==> src/sv/rra_pkg.sv <==
// ----------------------------------------------------------------------------
// rra_pkg
// Shared types, sizes and command codes of the residue arithmetic unit.
// ----------------------------------------------------------------------------
package rra_pkg;

	localparam int CHANNELS  = 4;
	localparam int MOD_WIDTH = 16;
	localparam int VALUE_W   = 31;
	localparam int IDX_W     = (CHANNELS > 1) ? $clog2(CHANNELS) : 1;

	// dividend wide enough for a product of two residues or a binary value
	localparam int DIV_BITS  = (2 * MOD_WIDTH > VALUE_W) ? 2 * MOD_WIDTH : VALUE_W;

	// stage 0 captures the request, stage 1 forms the dividend,
	// then one quotient bit per stage
	localparam int NSTG      = 2 + DIV_BITS;

	// capped product of the moduli
	localparam int PROD_W    = VALUE_W + 1;
	localparam logic [PROD_W-1:0] PROD_CAP = {1'b1, {VALUE_W{1'b0}}};

	typedef logic [MOD_WIDTH-1:0] mod_t;
	typedef logic [VALUE_W-1:0]   val_t;
	typedef logic [DIV_BITS-1:0]  div_t;
	typedef logic [PROD_W-1:0]    prod_t;
	typedef logic [NSTG-1:0]      stg_en_t;

	typedef enum logic [1:0] {
		CMD_CONV = 2'd0,
		CMD_ADD  = 2'd1,
		CMD_MUL  = 2'd2
	} cmd_t;

endpackage

==> src/sv/rra_range.sv <==
// ----------------------------------------------------------------------------
// rra_range
// Range check of convert: multiplies the moduli one per stage with
// saturation and compares the value against the product.
// ----------------------------------------------------------------------------
module rra_range (
	input  logic             clk,
	input  rra_pkg::stg_en_t en,
	input  logic [1:0]       cmd,
	input  rra_pkg::val_t    val,
	input  rra_pkg::mod_t    m [rra_pkg::CHANNELS],
	output logic             err
);
	import rra_pkg::*;

	localparam int ERR_STG = CHANNELS + 1;

	logic  conv_q [NSTG];
	val_t  val_q  [NSTG];
	prod_t p_q    [NSTG];
	logic  err_q  [NSTG];

	always_ff @(posedge clk) begin
		if (en[0]) begin
			conv_q[0] <= (cmd == CMD_CONV);
			val_q[0]  <= val;
		end
		if (en[1]) begin
			conv_q[1] <= conv_q[0];
			val_q[1]  <= val_q[0];
			p_q[1]    <= PROD_W'(m[0]);
		end
		for (int k = 2; k <= CHANNELS; k++) begin
			if (en[k]) begin
				logic [PROD_W+MOD_WIDTH-1:0] pr;
				pr = p_q[k-1] * m[k-1];
				conv_q[k] <= conv_q[k-1];
				val_q[k]  <= val_q[k-1];
				p_q[k]    <= (pr > (PROD_W+MOD_WIDTH)'(PROD_CAP)) ? PROD_CAP : PROD_W'(pr);
			end
		end
		if (en[ERR_STG])
			err_q[ERR_STG] <= conv_q[ERR_STG-1] && ({1'b0, val_q[ERR_STG-1]} >= p_q[ERR_STG-1]);
		for (int k = ERR_STG + 1; k < NSTG; k++) begin
			if (en[k])
				err_q[k] <= err_q[k-1];
		end
	end

	assign err = err_q[NSTG-1];

endmodule
==> config.mk <==
export PLATFORM = sky130hd
export DESIGN_NAME = rra_range
export DESIGN_NICKNAME = d
export VERILOG_FILES = /design/src/sv/rra_pkg.sv /design/src/sv/rra_range.sv
export SDC_FILE = /design/constraint.sdc
export NUM_CORES = 2
export LEC_CHECK = 0
export ABC_CLOCK_PERIOD_IN_PS = 12700
export BUFFER_PORTS_ARGS = -buffer_cell sky130_fd_sc_hd__buf_4
export CAP_MARGIN = 20
export CORE_MARGIN = 2
export CORE_UTILIZATION = 50
export DETAILED_ROUTE_END_ITERATION = 10
export GPL_ROUTABILITY_DRIVEN = 0
export HOLD_SLACK_MARGIN = 0.1
export PLACE_DENSITY_LB_ADDON = 0.08
export SYNTH_ARGS = -nofsm -noshare
export SYNTH_HDL_FRONTEND = slang
export SYNTH_SLANG_ARGS = --single-unit
==> constraint.sdc <==
create_clock -name clk -period 12.7 [get_ports clk]
set_clock_uncertainty 0.05 [all_clocks]
set_input_delay 0.635 -clock clk [delete_from_list [all_inputs] [get_ports clk]]
set_output_delay 0.635 -clock clk [all_outputs]
set_load 0.05 [all_outputs]
After elaboration in Yosys (flattened, before gate mapping)
Memories as Yosys holds them, arrays and structs flattened. Index checks and enable logic that the tools add are counted.

Register bits after elaboration: 0. RAM bits: 2210. Bits of input ports: 132. Output and inout bits: 1. Word-level logic and storage cells: 84. Memories kept: 4.

$mul: 3. Order comparisons: 4. Muxes and demuxes: 71. Reduce and logical (&&, ||, !) cells: 2.

Memory list: p_q (words 34, bits a word 32, rd ports 4, clocked after Yosys merged registers in 0, write ports 4, line rra_range.sv:20) `prod_t p_q [NSTG];`; val_q (words 34, bits a word 31, rd ports 5, clocked after Yosys merged registers in 0, write ports 5, line rra_range.sv:19) `val_t val_q [NSTG];`; conv_q (words 34, bits a word 1, rd ports 5, clocked after Yosys merged registers in 0, write ports 5, line rra_range.sv:18) `logic conv_q [NSTG];`; err_q (words 34, bits a word 1, rd ports 29, clocked after Yosys merged registers in 0, write ports 29, line rra_range.sv:21) `logic err_q [NSTG];`.

Operators with widths (count): 48-bit by 32-bit > comparator with 1-bit output, second input constant (3); 32-bit by 16-bit multiplier with 48-bit output (3); 32-bit two-way mux (3); 1-bit two-way mux (68); 31-bit by 32-bit >= comparator with 1-bit output (1); 2-bit zero test (1); 1-bit logical AND (1).

Depth between registers and ports, before layout
Depth in word-level cells: 3. Mapped depth: 28. Gate-level depth less buffers: 24.

Least setup slack after synthesis
No wires, ideal clock.

Path kind: input -> register. Start point: in m[17] in the netlist's numbering. End point: mem p_q[0][101] in the netlist's numbering, data pin. Setup time: 170 ps. Data arrival time: 6908 ps. Required time: 12480 ps. Path slack: 5572 ps. Stages on the path: 25. Path buffers: 3. Cell sequence: clkbuf_1 > nand2_1 > fa_1 > fa_1 > inv_1 > fa_1 > inv_1 > fa_1 > inv_1 > fa_1 > inv_1 > fa_1 > inv_1 > ha_1 > clkbuf_2 > a21oi_1 > o22ai_1 > nor4_1 > o21a_1 > nor3_1 > or4_1 > a211oi_2 > nand4_2 > buf_4 > nor4_2.

RTL lines: start, declared (line rra_range.sv:11) `input rra_pkg::mod_t m [rra_pkg::CHANNELS],`; end, declared (line rra_range.sv:20).

==> summary.md <==
| Metric | Value |
|---|---|
| Status | `completed` |
| Die span in y | `330 µm` |
| Syn nets | `7084` |
| Initial antenna violation count | `3` |
| Synthesis-stage register bit count | `301` |
| Core Footprint | `105000 µm²` |
| H-tree depth | `2` |
| Setup TNS | `0 ns` |
| Io pins | `133` |
| Vias | `37600` |
| Area Growth Syn to Fin | `5.57%` |
| Num CTS Buffers | `35` |
| Crit path capture type | `register` |
| Post-DP HPWL | `104000 µm` |
| Port-buffer cells | `132` |
| Xor and xnor area share after synthesis | `1.44%` |
| Post-synth ARST share | `0%` |
| Starting density of the core | `50.4%` |
| Warnings from Yosys | `0` |
| Sink Count | `301` |
| Unrepaired setup endpoints after global routing | `no` |
| Fillers | `9793` |
| Layout cell share with drive strength beyond 1 | `4.78%` |
| Vias in the first global route | `40200` |
| Final hold vios | `0` |
| Setup slack at placement | `4.05 ns` |
| MaxCap Viol Count | `0` |
| First-pass GRT wire length | `220000 µm` |
| Area of the multi-input gates | `38700 µm²` |
| DP Cell Count | `6811` |
| Gates resized, CTS repair | `0` |
| Worst hold path class | `in -> reg` |
| CTS tree | `built` |
| Slew @ Worst Pin | `1.10 ns` |
| Fin nets | `7007` |
| Final Critical Period | `8.17 ns` |
| Worst-path fanout max | `26` |
| Crit share post-route | `64.3%` |
| Rel. slew slack | `26.9%` |
| Final wirelength | `136000 µm` |
| Pre-Repair DR Iteration Count | `6` |
| Fmax | `122 MHz` |
| Vias per inst | `5.47` |
| CTS Hold Bufs | `0` |
| Layout Cells excl Fill | `6880` |
| Hold Crit Depth | `1` |
| Largest family of logic cells by synthesized area | `adder cells` |
| Mapped Area | `53000 µm²` |
| Post-CTS setup buffers | `0` |
| Critical Path RT | `13.05 ns` |
| Final Setup Violations | `0` |
| R2r worst-path depth | `21` |
| Cells after synthesis | `5538` |
| Root Buffer Master | `clkbuf_16` |
| Post-Syn Area per Cell | `9.57 µm²` |
| Setup WS post-layout | `4.53 ns` |
| GRT Total Usage | `26.1%` |
| Instance area at placement | `54800 µm²` |
| Max clock buf depth | `3` |
| Adder-Cell Fraction of Synth Area | `48.0%` |
| Die ar. | `109000 µm²` |
| Kind of critical path | `reg -> reg` |
| Worst skew pair latency | `0.57 ns` |
| CP arrival | `8.52 ns` |
| Die width | `330 µm` |
| Largest net degree at the start of global routing | `65` |
| Mux contribution to synthesized area | `0.177%` |
| Synth Flop Type | `edfxtp_1` |
| Remaining Overflow, GRT | `0` |
| Slew Viols, Final | `0` |
| Site Rows | `119` |
| DR iter-0 viols | `1979` |
| Area of all placed cells without fillers | `56000 µm²` |
| EDFF count, synth | `301` |
| Drt drc | `0` |
| Simple-Gate Fraction of Synth Area | `17.0%` |
| Post-route ant nets | `0` |
| Cell variety after synth | `94` |
| Routed length per placed instance | `19.8 µm` |
| Seq/Total Area, Yosys | `17.1%` |
| CP startpoint kind | `register` |
| Worst-path clk slew | `0.06 ns` |
| Synth Area in Compound Gates | `6.33%` |
| Register area | `9040 µm²` |
[registers in the layout, summed over array words and instances (netlist names)]
name and cells:
val_q 155, p_q 112, err_q 29, conv_q 5
[per-stage QoR]
stage | hold slack, ns | util [%]
floorplan | 0.350 | -
global placement | 0.350 | 52.0
detailed placement | 0.355 | 52.0
CTS | 0.155 | 53.1
global route | 0.167 | 53.2
finish | 0.190 | 53.2
[layout by cell type (no fill, tap or decap), types with 6 or more instances in the layout]
cell type	synthesis	layout
inv_1	1137	1137
fa_1	1031	1031
nand2_1	947	947
and2_1	485	485
ha_1	383	383
edfxtp_1	301	301
a21oi_1	142	142
buf_4	9	138
nor2_1	103	103
o21ai_0	77	77
a21o_1	58	58
nor3_1	53	53
nand4_1	51	51
xnor2_1	50	50
and3_1	44	44
xor2_1	35	35
clkbuf_16	0	35
nand3_1	31	31
o21a_1	22	22
a211oi_1	20	20
o211ai_1	20	20
nor4_2	20	20
or3_1	17	17
nor4_1	17	17
and4_1	15	15
o21bai_1	15	15
a31oi_1	12	12
o31ai_1	12	12
nor4b_1	12	12
nand2b_1	10	10
a31o_2	9	9
o21ai_1	8	8
a21oi_2	8	8
nor3b_1	8	8
nor2b_1	7	7
o22ai_1	6	6
a22oi_1	6	6
clkinv_1	0	6
[routing by layer]
layer / GRT usage (%) / up-vias / wire [µm]
li1: - / 17000 / -
met1: 34.2 / 19500 / 56100
met2: 44.8 / 978 / 67900
met3: 3.09 / 239 / 7220
met4: 9.17 / 0 / 5090
met5: 0 / - / 0
[cells in the mapped netlist, drive strengths merged, types with 4 or more instances]
library cell / instances / area, µm²
xnor2: 51 / 454
a211oi: 21 / 163
o31a: 6 / 62.6
and3: 44 / 275
xor2: 35 / 307
and4: 15 / 131
nor2b: 7 / 43.8
o221ai: 4 / 35.0
mux2i: 6 / 60.1
o21bai: 15 / 113
a22oi: 7 / 57.6
a21oi: 150 / 781
o311a: 4 / 40.0
fa: 1031 / 20600
o21ai: 88 / 452
a2111oi: 7 / 68.8
a221oi: 4 / 47.6
o31ai: 13 / 111
a41oi: 6 / 67.6
nor3: 53 / 265
a21o: 58 / 435
nor3b: 8 / 60.1
nand2: 947 / 3550
edfxtp: 301 / 9040
o2111ai: 5 / 43.8
a21boi: 4 / 30.0
a31o: 9 / 78.8
nand4: 52 / 332
nor4b: 13 / 120
inv: 1137 / 4270
nor2: 104 / 393
nand3: 31 / 155
a31oi: 13 / 87.6
ha: 383 / 4790
o41ai: 4 / 35.0
nor4: 38 / 378
or3: 17 / 106
o22ai: 6 / 37.5
o21a: 22 / 165
and2: 486 / 3040
clkbuf: 224 / 843
o211ai: 22 / 175
nand2b: 10 / 62.6
buf: 33 / 194
[cells by family (layout without fill, tap and decap cells)]
kind of cell    count (synthesis)  after routing
mux                             9              9
simple gates                 1838           1838
compound gates                496            496
xor+xnor                       86             86
buf+inv                      1394           1342
fa+ha+maj                    1414           1414
flops                         301            301
other cells                     0              3
[worst max-delay path, stage by stage (launching register included)]
cell and delay (ns):
edfxtp_1 1.06, nand2_1 0.19, fa_1 0.60, inv_1 0.06, fa_1 0.48, fa_1 0.56, fa_1 0.43, fa_1 0.49
inv_1 0.05, fa_1 0.48, inv_1 0.05, ha_1 0.43, a21oi_1 0.12, o21ai_0 0.43, a211oi_1 0.15, a211oi_1 0.42
o221a_2 0.27, o2111ai_1 0.12, a2111oi_0 0.33, and4_1 0.28, and4_1 0.65, and3_1 0.30
[layout make-up]
class | count | share of cell area (%)
timing repair buffer | 143 | 1.99
sequential | 301 | 16.2
clock inverter | 22 | 0.394
inverter | 1137 | 7.63
tap | 1391 | 3.11
antenna | 3 | 0.0134
multi-input combinational | 3843 | 69.1
clock buffer | 40 | 1.60
[worst paths after layout]
check,from,end,slack (ns)
setup reg to reg,p_q[0][111]$_SDFFCE_PN0P_,p_q[0][140]$_SDFFCE_PN0P_,4.53
setup / recovery,p_q[0][111]$_SDFFCE_PN0P_,p_q[0][140]$_SDFFCE_PN0P_,4.53
hold / removal,m[60],p_q[0][44]$_DFFE_PP_,0.19
hold reg to reg,val_q[0][0]$_DFFE_PP_,val_q[0][31]$_DFFE_PP_,0.35
Power is not shown: default switching activity piles up to over one toggle a cycle in this logic, so the estimate is an artifact.
