## src/sv/rra_pkg.sv

```systemverilog
// ----------------------------------------------------------------------------
// rra_pkg
// Shared types, sizes and command codes of the residue arithmetic unit.
// ----------------------------------------------------------------------------
package rra_pkg;

	localparam int CHANNELS  = 4;
	localparam int MOD_WIDTH = 16;
	localparam int VALUE_W   = 31;
	localparam int IDX_W     = (CHANNELS > 1) ? $clog2(CHANNELS) : 1;

	// dividend wide enough for a product of two residues or a binary value
	localparam int DIV_BITS  = (2 * MOD_WIDTH > VALUE_W) ? 2 * MOD_WIDTH : VALUE_W;

	// stage 0 captures the request, stage 1 forms the dividend,
	// then one quotient bit per stage
	localparam int NSTG      = 2 + DIV_BITS;

	// capped product of the moduli
	localparam int PROD_W    = VALUE_W + 1;
	localparam logic [PROD_W-1:0] PROD_CAP = {1'b1, {VALUE_W{1'b0}}};

	typedef logic [MOD_WIDTH-1:0] mod_t;
	typedef logic [VALUE_W-1:0]   val_t;
	typedef logic [DIV_BITS-1:0]  div_t;
	typedef logic [PROD_W-1:0]    prod_t;
	typedef logic [NSTG-1:0]      stg_en_t;

	typedef enum logic [1:0] {
		CMD_CONV = 2'd0,
		CMD_ADD  = 2'd1,
		CMD_MUL  = 2'd2
	} cmd_t;

endpackage

```

## src/sv/rra_lane.sv

```systemverilog
// ----------------------------------------------------------------------------
// rra_lane
// One residue channel: forms the dividend for the command and reduces it
// modulo the channel modulus with a restoring divider, one bit per stage.
// ----------------------------------------------------------------------------
module rra_lane (
	input  logic             clk,
	input  rra_pkg::stg_en_t en,
	input  logic [1:0]       cmd,
	input  rra_pkg::val_t    val,
	input  rra_pkg::mod_t    a,
	input  rra_pkg::mod_t    b,
	input  rra_pkg::mod_t    m,
	output rra_pkg::mod_t    res
);
	import rra_pkg::*;

	logic [1:0] cmd_s0;
	val_t       val_s0;
	mod_t       a_s0;
	mod_t       b_s0;

	div_t d_q [NSTG];
	mod_t r_q [NSTG];
	logic z_q [NSTG];

	div_t dividend;
	logic zero_res;

	always_comb begin
		dividend = '0;
		zero_res = (m == '0);
		case (cmd_s0)
			CMD_CONV: dividend = DIV_BITS'(val_s0);
			CMD_ADD:  dividend = DIV_BITS'({1'b0, a_s0} + {1'b0, b_s0});
			CMD_MUL:  dividend = DIV_BITS'(a_s0) * DIV_BITS'(b_s0);
			default:  zero_res = 1'b1;
		endcase
	end

	always_ff @(posedge clk) begin
		if (en[0]) begin
			cmd_s0 <= cmd;
			val_s0 <= val;
			a_s0   <= a;
			b_s0   <= b;
		end
		if (en[1]) begin
			d_q[1] <= dividend;
			r_q[1] <= '0;
			z_q[1] <= zero_res;
		end
		for (int k = 2; k < NSTG; k++) begin
			if (en[k]) begin
				logic [MOD_WIDTH:0] t;
				t = {r_q[k-1], d_q[k-1][DIV_BITS-1]};
				if (t >= {1'b0, m})
					r_q[k] <= MOD_WIDTH'(t - {1'b0, m});
				else
					r_q[k] <= t[MOD_WIDTH-1:0];
				d_q[k] <= {d_q[k-1][DIV_BITS-2:0], 1'b0};
				z_q[k] <= z_q[k-1];
			end
		end
	end

	// a zero modulus or an undefined command gives zero
	assign res = z_q[NSTG-1] ? '0 : r_q[NSTG-1];

endmodule

```

## config.mk

```make
export PLATFORM = sky130hd
export DESIGN_NAME = rra_lane
export DESIGN_NICKNAME = d
export VERILOG_FILES = /design/src/sv/rra_pkg.sv /design/src/sv/rra_lane.sv
export SDC_FILE = /design/constraint.sdc
export NUM_CORES = 2
export LEC_CHECK = 0
export ABC_AREA = 1
export BUFFER_PORTS_ARGS = -buffer_cell sky130_fd_sc_hd__buf_4
export CORE_MARGIN = 2
export CORE_UTILIZATION = 30
export DETAILED_ROUTE_END_ITERATION = 12
export RECOVER_POWER = 100
export SLEW_MARGIN = 0
export SYNTH_ARGS = -nofsm -noshare
export SYNTH_HDL_FRONTEND = slang
export SYNTH_SLANG_ARGS = --single-unit
```

## constraint.sdc

```tcl
create_clock -name clk -period 5.9 [get_ports clk]
set_clock_uncertainty 0.15 [all_clocks]
set_input_delay 0.295 -clock clk [delete_from_list [all_inputs] [get_ports clk]]
set_output_delay 0.295 -clock clk [all_outputs]
set_load 0.1 [all_outputs]
```

== Word level (Yosys, flattened, before mapping) ==
Memories as Yosys holds them, arrays and structs flattened.
Index checks and enable logic that the tools add are counted.
Storage, ports and cells
  flip-flop bits (word level): 65
  bits in writable memories: 1666
  logic and storage cells: 403
  memories: 3
Memory list
  d_q: words 34, width 32, rd ports 32, clocked after Yosys merged registers in 0, write ports 33, line rra_lane.sv:23  | div_t d_q [NSTG];
  r_q: words 34, width 16, rd ports 33, clocked after Yosys merged registers in 0, write ports 33, line rra_lane.sv:24  | mod_t r_q [NSTG];
  z_q: words 34, width 1, rd ports 33, clocked after Yosys merged registers in 0, write ports 33, line rra_lane.sv:25  | logic z_q [NSTG];
Cells by class
  $add $sub $neg: 33
  multiply operators: 1
  $lt $le $gt $ge: 32
  equality and inequality tests: 2
  multiplexer cells: 293
  bitwise logic cells: 32
  reductions and logical operators: 3
Operators with widths (count)
  17-bit by 16-bit >= comparator with 1-bit output: 32
  16-bit two-way mux: 33
  16-bit subtractor: 32
  1-bit two-way mux: 259
  32-bit one-hot mux with 3 select lines: 1
  16-bit by 16-bit multiplier with 32-bit output: 1
  1-bit OR: 32
  16-bit by 16-bit adder with 17-bit output: 1
  16-bit zero test: 1
  3-bit OR reduction: 1
  2-bit by 1-bit == test with 1-bit output, second input constant: 1
  2-bit == test, second input constant: 1
  2-bit zero test: 1

== Depth between registers and ports, before layout ==
  depth in word-level cells: 5
  depth in mapped cells: 28
  mapped depth without buffers: 27

== Least setup slack after synthesis ==
OpenSTA, ideal clock, no wires.
  kind: register -> register
  from: register a_s0[5]
  to: memory d_q[0][55] in the netlist's numbering, data pin
  setup time: 260 ps
  data arrival time: 5141 ps
  setup slack: 348 ps
  stages on the path, launching flop included: 23
  buffers on the path: 1
  cell sequence: edfxtp_1 -> clkbuf_1 -> nand2_1 -> fa_1 -> inv_1 -> fa_1 -> inv_1 -> fa_1 -> inv_1 -> fa_1 -> fa_1 -> inv_1 -> fa_1 -> inv_1 -> ha_1 -> nand2_1 -> nor2_1 -> nand2_1 -> nand3b_1 -> nand3_1 -> nand2_1 -> nand2_1 -> o21ai_0
RTL lines
  from (decl): line rra_lane.sv:20  | mod_t a_s0;
  from (signal assigned): line rra_lane.sv:45  | a_s0 <= a;
  to (decl): line rra_lane.sv:23

==> metrics.csv <==
stage;metric;value;unit
critical_path;startpoint types;flip-flop;
floorplan;die height;517.3;um
synth;Syn. warnings;0;
route;First DRT Iteration DRCs;4482;
clock_network;CTS tree;yes;
floorplan;initial core utilization;30.14;%
critical_path;Worst Path Required;6260;ps
power_and_ir_drop;static leakage power;41.47;nW
clock_network;Num CTS Buffers;139;
min_path;Hold Path End;val_s0[15];
route;First-pass DRT Iterations;6;
min_path;Min-Delay Startpoint;val[15];
placed_design;placed inst area;84210;um^2
route;WL final;216900;um
power_and_ir_drop;combinational share of power;58.7;%
critical_path;Max FO, Critical Path;5;
clock_network;Clock Pin Slew Worst Setup and Hold Paths;70;ps
synth;Seq/Total Area, Yosys;43.23;%
critical_path;R2R Path End;d_q[0][55];
sta;worst slew pin tran;3487;ps
power_and_ir_drop;NetSw;24.42;mW
finish;Nets;10350;
synth;FFs w/ async S/R, synth;0;%
synth;flops & latches, synth;1138;
route;Vias;61570;
placed_design;Buffers on Ports;131;
outcome;status;finished, violations left;
placed_design;dpl hpwl;162500;um
run;MaxCap Viol Count;34;
floorplan;Core Area;262300;um^2
floorplan;die span in x;517.3;um
finish;register area;34170;um^2
power_and_ir_drop;Pint;28.20;mW
sta;worst rel slew slack;-132.5;%
clock_network;Sink Count;1138;
sta;fin crit share;97.60;%
sta;Sum Neg Setup Slack;0;ps
finish;area of the multi-input gates;39550;um^2
sta;Final Hold Viols;0;
power_and_ir_drop;Power, Total;52.62;mW
min_path;worst hold stages;2;
critical_path;r2r setup slk;140;ps
clock_network;H-tree Lvls;4;
route;Routed Antenna Nets;0;
power_and_ir_drop;Seq pwr share;25.6;%
critical_path;worst reg-to-reg path cell count;22;
power_and_ir_drop;Peak VDD IR;1011;uV
global_route;initial antenna violation count;10;
synth;synthesized netlist net count;10010;
sta;unrepaired setup endpoints after global routing;yes;
sta;Min Clock Period, post-route;5758;ps
clock_network;latest clock arrival within the worst-skew pair;820;ps
critical_path;kind of critical path;reg2reg;
outcome;failing checks;capacitance limit, slew limit;
finish;synthesis-to-finish area growth;13.12;%
min_path;worst hold path class;in2reg;
global_route;largest net degree at the start of global routing;66;
floorplan;I/O pins;132;
finish;layout cells sized above 1;7.193;%
clock_network;Max Root-Sink Buffers;4;
floorplan;row count;188;
global_route;first-pass GRT wire length;336500;um
global_route;vias in the first global route;59290;
synth;Cell variety after synth;43;
synth;Synth Flop Type;edfxtp_1;
placed_design;Placed Cells;12630;
power_and_ir_drop;clock share of power;15.7;%
sta;final setup vio count;0;
power_and_ir_drop;Sw Ratio;46.40;%
finish;final std cells w/o fill;13000;
finish;Final Cell Area;89430;um^2
synth;Avg Synthesized Cell Area;8.733;um^2
floorplan;die area;267600;um^2
finish;fillcell total;27050;
global_route;Congestion Overflow GR;0;
route;Wirelength per Cell;16.68;um
power_and_ir_drop;Power Density;588.4;nW/um^2
critical_path;Worst setup EP type;flip-flop;
sta;Slew Viols, Final;1082;
route;# DRC;0;
route;drt via density;4.735;
clock_network;Root Buffer;clkbuf_16;
critical_path;critical path arrival;6120;ps
sta;fmax;173.7;MHz
placed_design;RePlAce Congestion;0.9193;
synth;Syn Inst Count;9053;
critical_path;worst r2r src;b_s0[9];
synth;synthesized area;79060;um^2
global_route;GRT Total Usage;15.94;%
synth;Post-synth EDFFs;1138;
## synth_stat cells, types with 7 or more instances
| cell | instances | area share [%] |
|---|---|---|
| inv_2 | 8 | 0.038 |
| a21boi_0 | 15 | 0.14 |
| nand2_4 | 59 | 0.84 |
| inv_1 | 1106 | 5.3 |
| a21oi_1 | 480 | 3.0 |
| edfxtp_1 | 1138 | 43 |
| fa_1 | 226 | 5.7 |
| buf_4 | 13 | 0.12 |
| nor3_1 | 72 | 0.46 |
| ha_1 | 618 | 9.8 |
| o21bai_1 | 52 | 0.49 |
| nand3b_1 | 31 | 0.29 |
| nor2_2 | 67 | 0.53 |
| clkbuf_1 | 73 | 0.35 |
| a21o_1 | 45 | 0.43 |
| o211ai_1 | 7 | 0.066 |
| buf_6 | 31 | 0.44 |
| nor2_4 | 7 | 0.10 |
| xnor2_1 | 51 | 0.57 |
| nand4_1 | 49 | 0.39 |
| nor2_1 | 496 | 2.4 |
| o2111ai_1 | 24 | 0.27 |
| nor3_2 | 15 | 0.19 |
| nand3_2 | 31 | 0.39 |
| xor2_1 | 214 | 2.4 |
| o21ai_2 | 31 | 0.34 |
| nand2_1 | 2846 | 14 |
| nand3_1 | 870 | 5.5 |
| o21ai_0 | 198 | 1.3 |
| nand2_2 | 98 | 0.78 |
| buf_2 | 49 | 0.31 |
## worst max-delay path by stage
| stage | start | end | slack [ps] | cells after the start |
|---|---|---|---|---|
| after floorplan | a_s0[5] | d_q[0][55] | 350 | 22 |
| after global placement | a_s0[4] | d_q[0][53] | 90 | 23 |
| after detailed placement | a_s0[4] | d_q[0][62] | 30 | 21 |
| after CTS | a_s0[5] | d_q[0][62] | 50 | 22 |
| after global routing | b_s0[9] | d_q[0][55] | -60 | 23 |
| final | b_s0[9] | d_q[0][55] | 140 | 22 |
## cells in the final DEF, fill, tap and decap left out, types with 89 or more instances in the layout
cell type	n
nand2_1	2870
edfxtp_1	1138
inv_1	1093
nand3_1	869
ha_1	604
nor2_1	513
a21oi_1	480
fa_1	226
xor2_1	214
o21ai_0	198
clkbuf_16	140
dlygate4sd3_1	119
buf_4	111
nand2_2	103
clkbuf_1	89
## power by group through the flow
stage	sequential [mW]	combinational [mW]	clock, mW
after detailed placement	13.6	29.2	0
after floorplan	12.9	21.8	0
after global placement	13.6	29.1	0
final	13.5	30.9	8.25
after CTS	13.5	29.4	8.51
after global routing	13.7	35.2	8.79
## sequential cells by signal (all words and copies together), names as in the netlist
name and count:
d_q 528, b_s0 16, val_s0 31, r_q 512
z_q 33, cmd_s0 2, a_s0 16
## metal layers
metal	up-vias	GRT usage (%)	wire, um
li1	30810	-	-
met1	28860	21.10	98040
met2	1517	26.85	101300
met3	385	2.211	10580
met4	6	4.965	6925
met5	-	0	34
## area by class of cell
type,instances,area share (%)
clock buffers,157,3.989
inverters,1114,4.676
diodes,7,0.01959
multi-input cells,6634,44.23
well taps,3515,4.918
repair buffers,366,3.163
flip-flops and latches,1138,38.21
clock inverters,73,0.7947
## per-stage QoR
step / hold WS (ps) / setup slack (ps) / util (%)
after floorplan: 243.9 / 348.3 / -
after global placement: 250.7 / 86.87 / 32.11
after detailed placement: 254.5 / 32.47 / 32.11
after CTS: 6.326 / 51.39 / 34.19
after global routing: 54.47 / -57.19 / 34.10
final: 78.97 / 141.6 / 34.10
## critical path: stages (launching register included)
cell and delay, ps:
edfxtp_1 530, buf_4 180, nand2_1 60, fa_1 540, inv_1 50, fa_1 490, inv_1 50, fa_1 470
inv_1 60, fa_1 500, fa_1 550, inv_1 60, fa_1 530, inv_1 40, ha_1 340, nand2_1 170
inv_1 100, a21oi_2 210, nand2_1 80, nand2_1 60, nand3_1 80, nor2_1 100, o21ai_0 90
## what timing repair did
action / CTS / global route
hold buffers: 119 / 0
endpoints found under the setup margin: 0 / 22
endpoints found under the hold margin: 1098 / 0
buffers inserted: 0 / 20
gates resized for setup: 0 / 59
## cells by family after synthesis
logic type | synth area share, %
simple gates | 25.55
buf+inv | 6.536
flops | 43.23
compound gates | 6.247
fa+ha+maj | 15.50
xor+xnor | 2.936
Note: power is estimated with default switching activity, not from simulation.
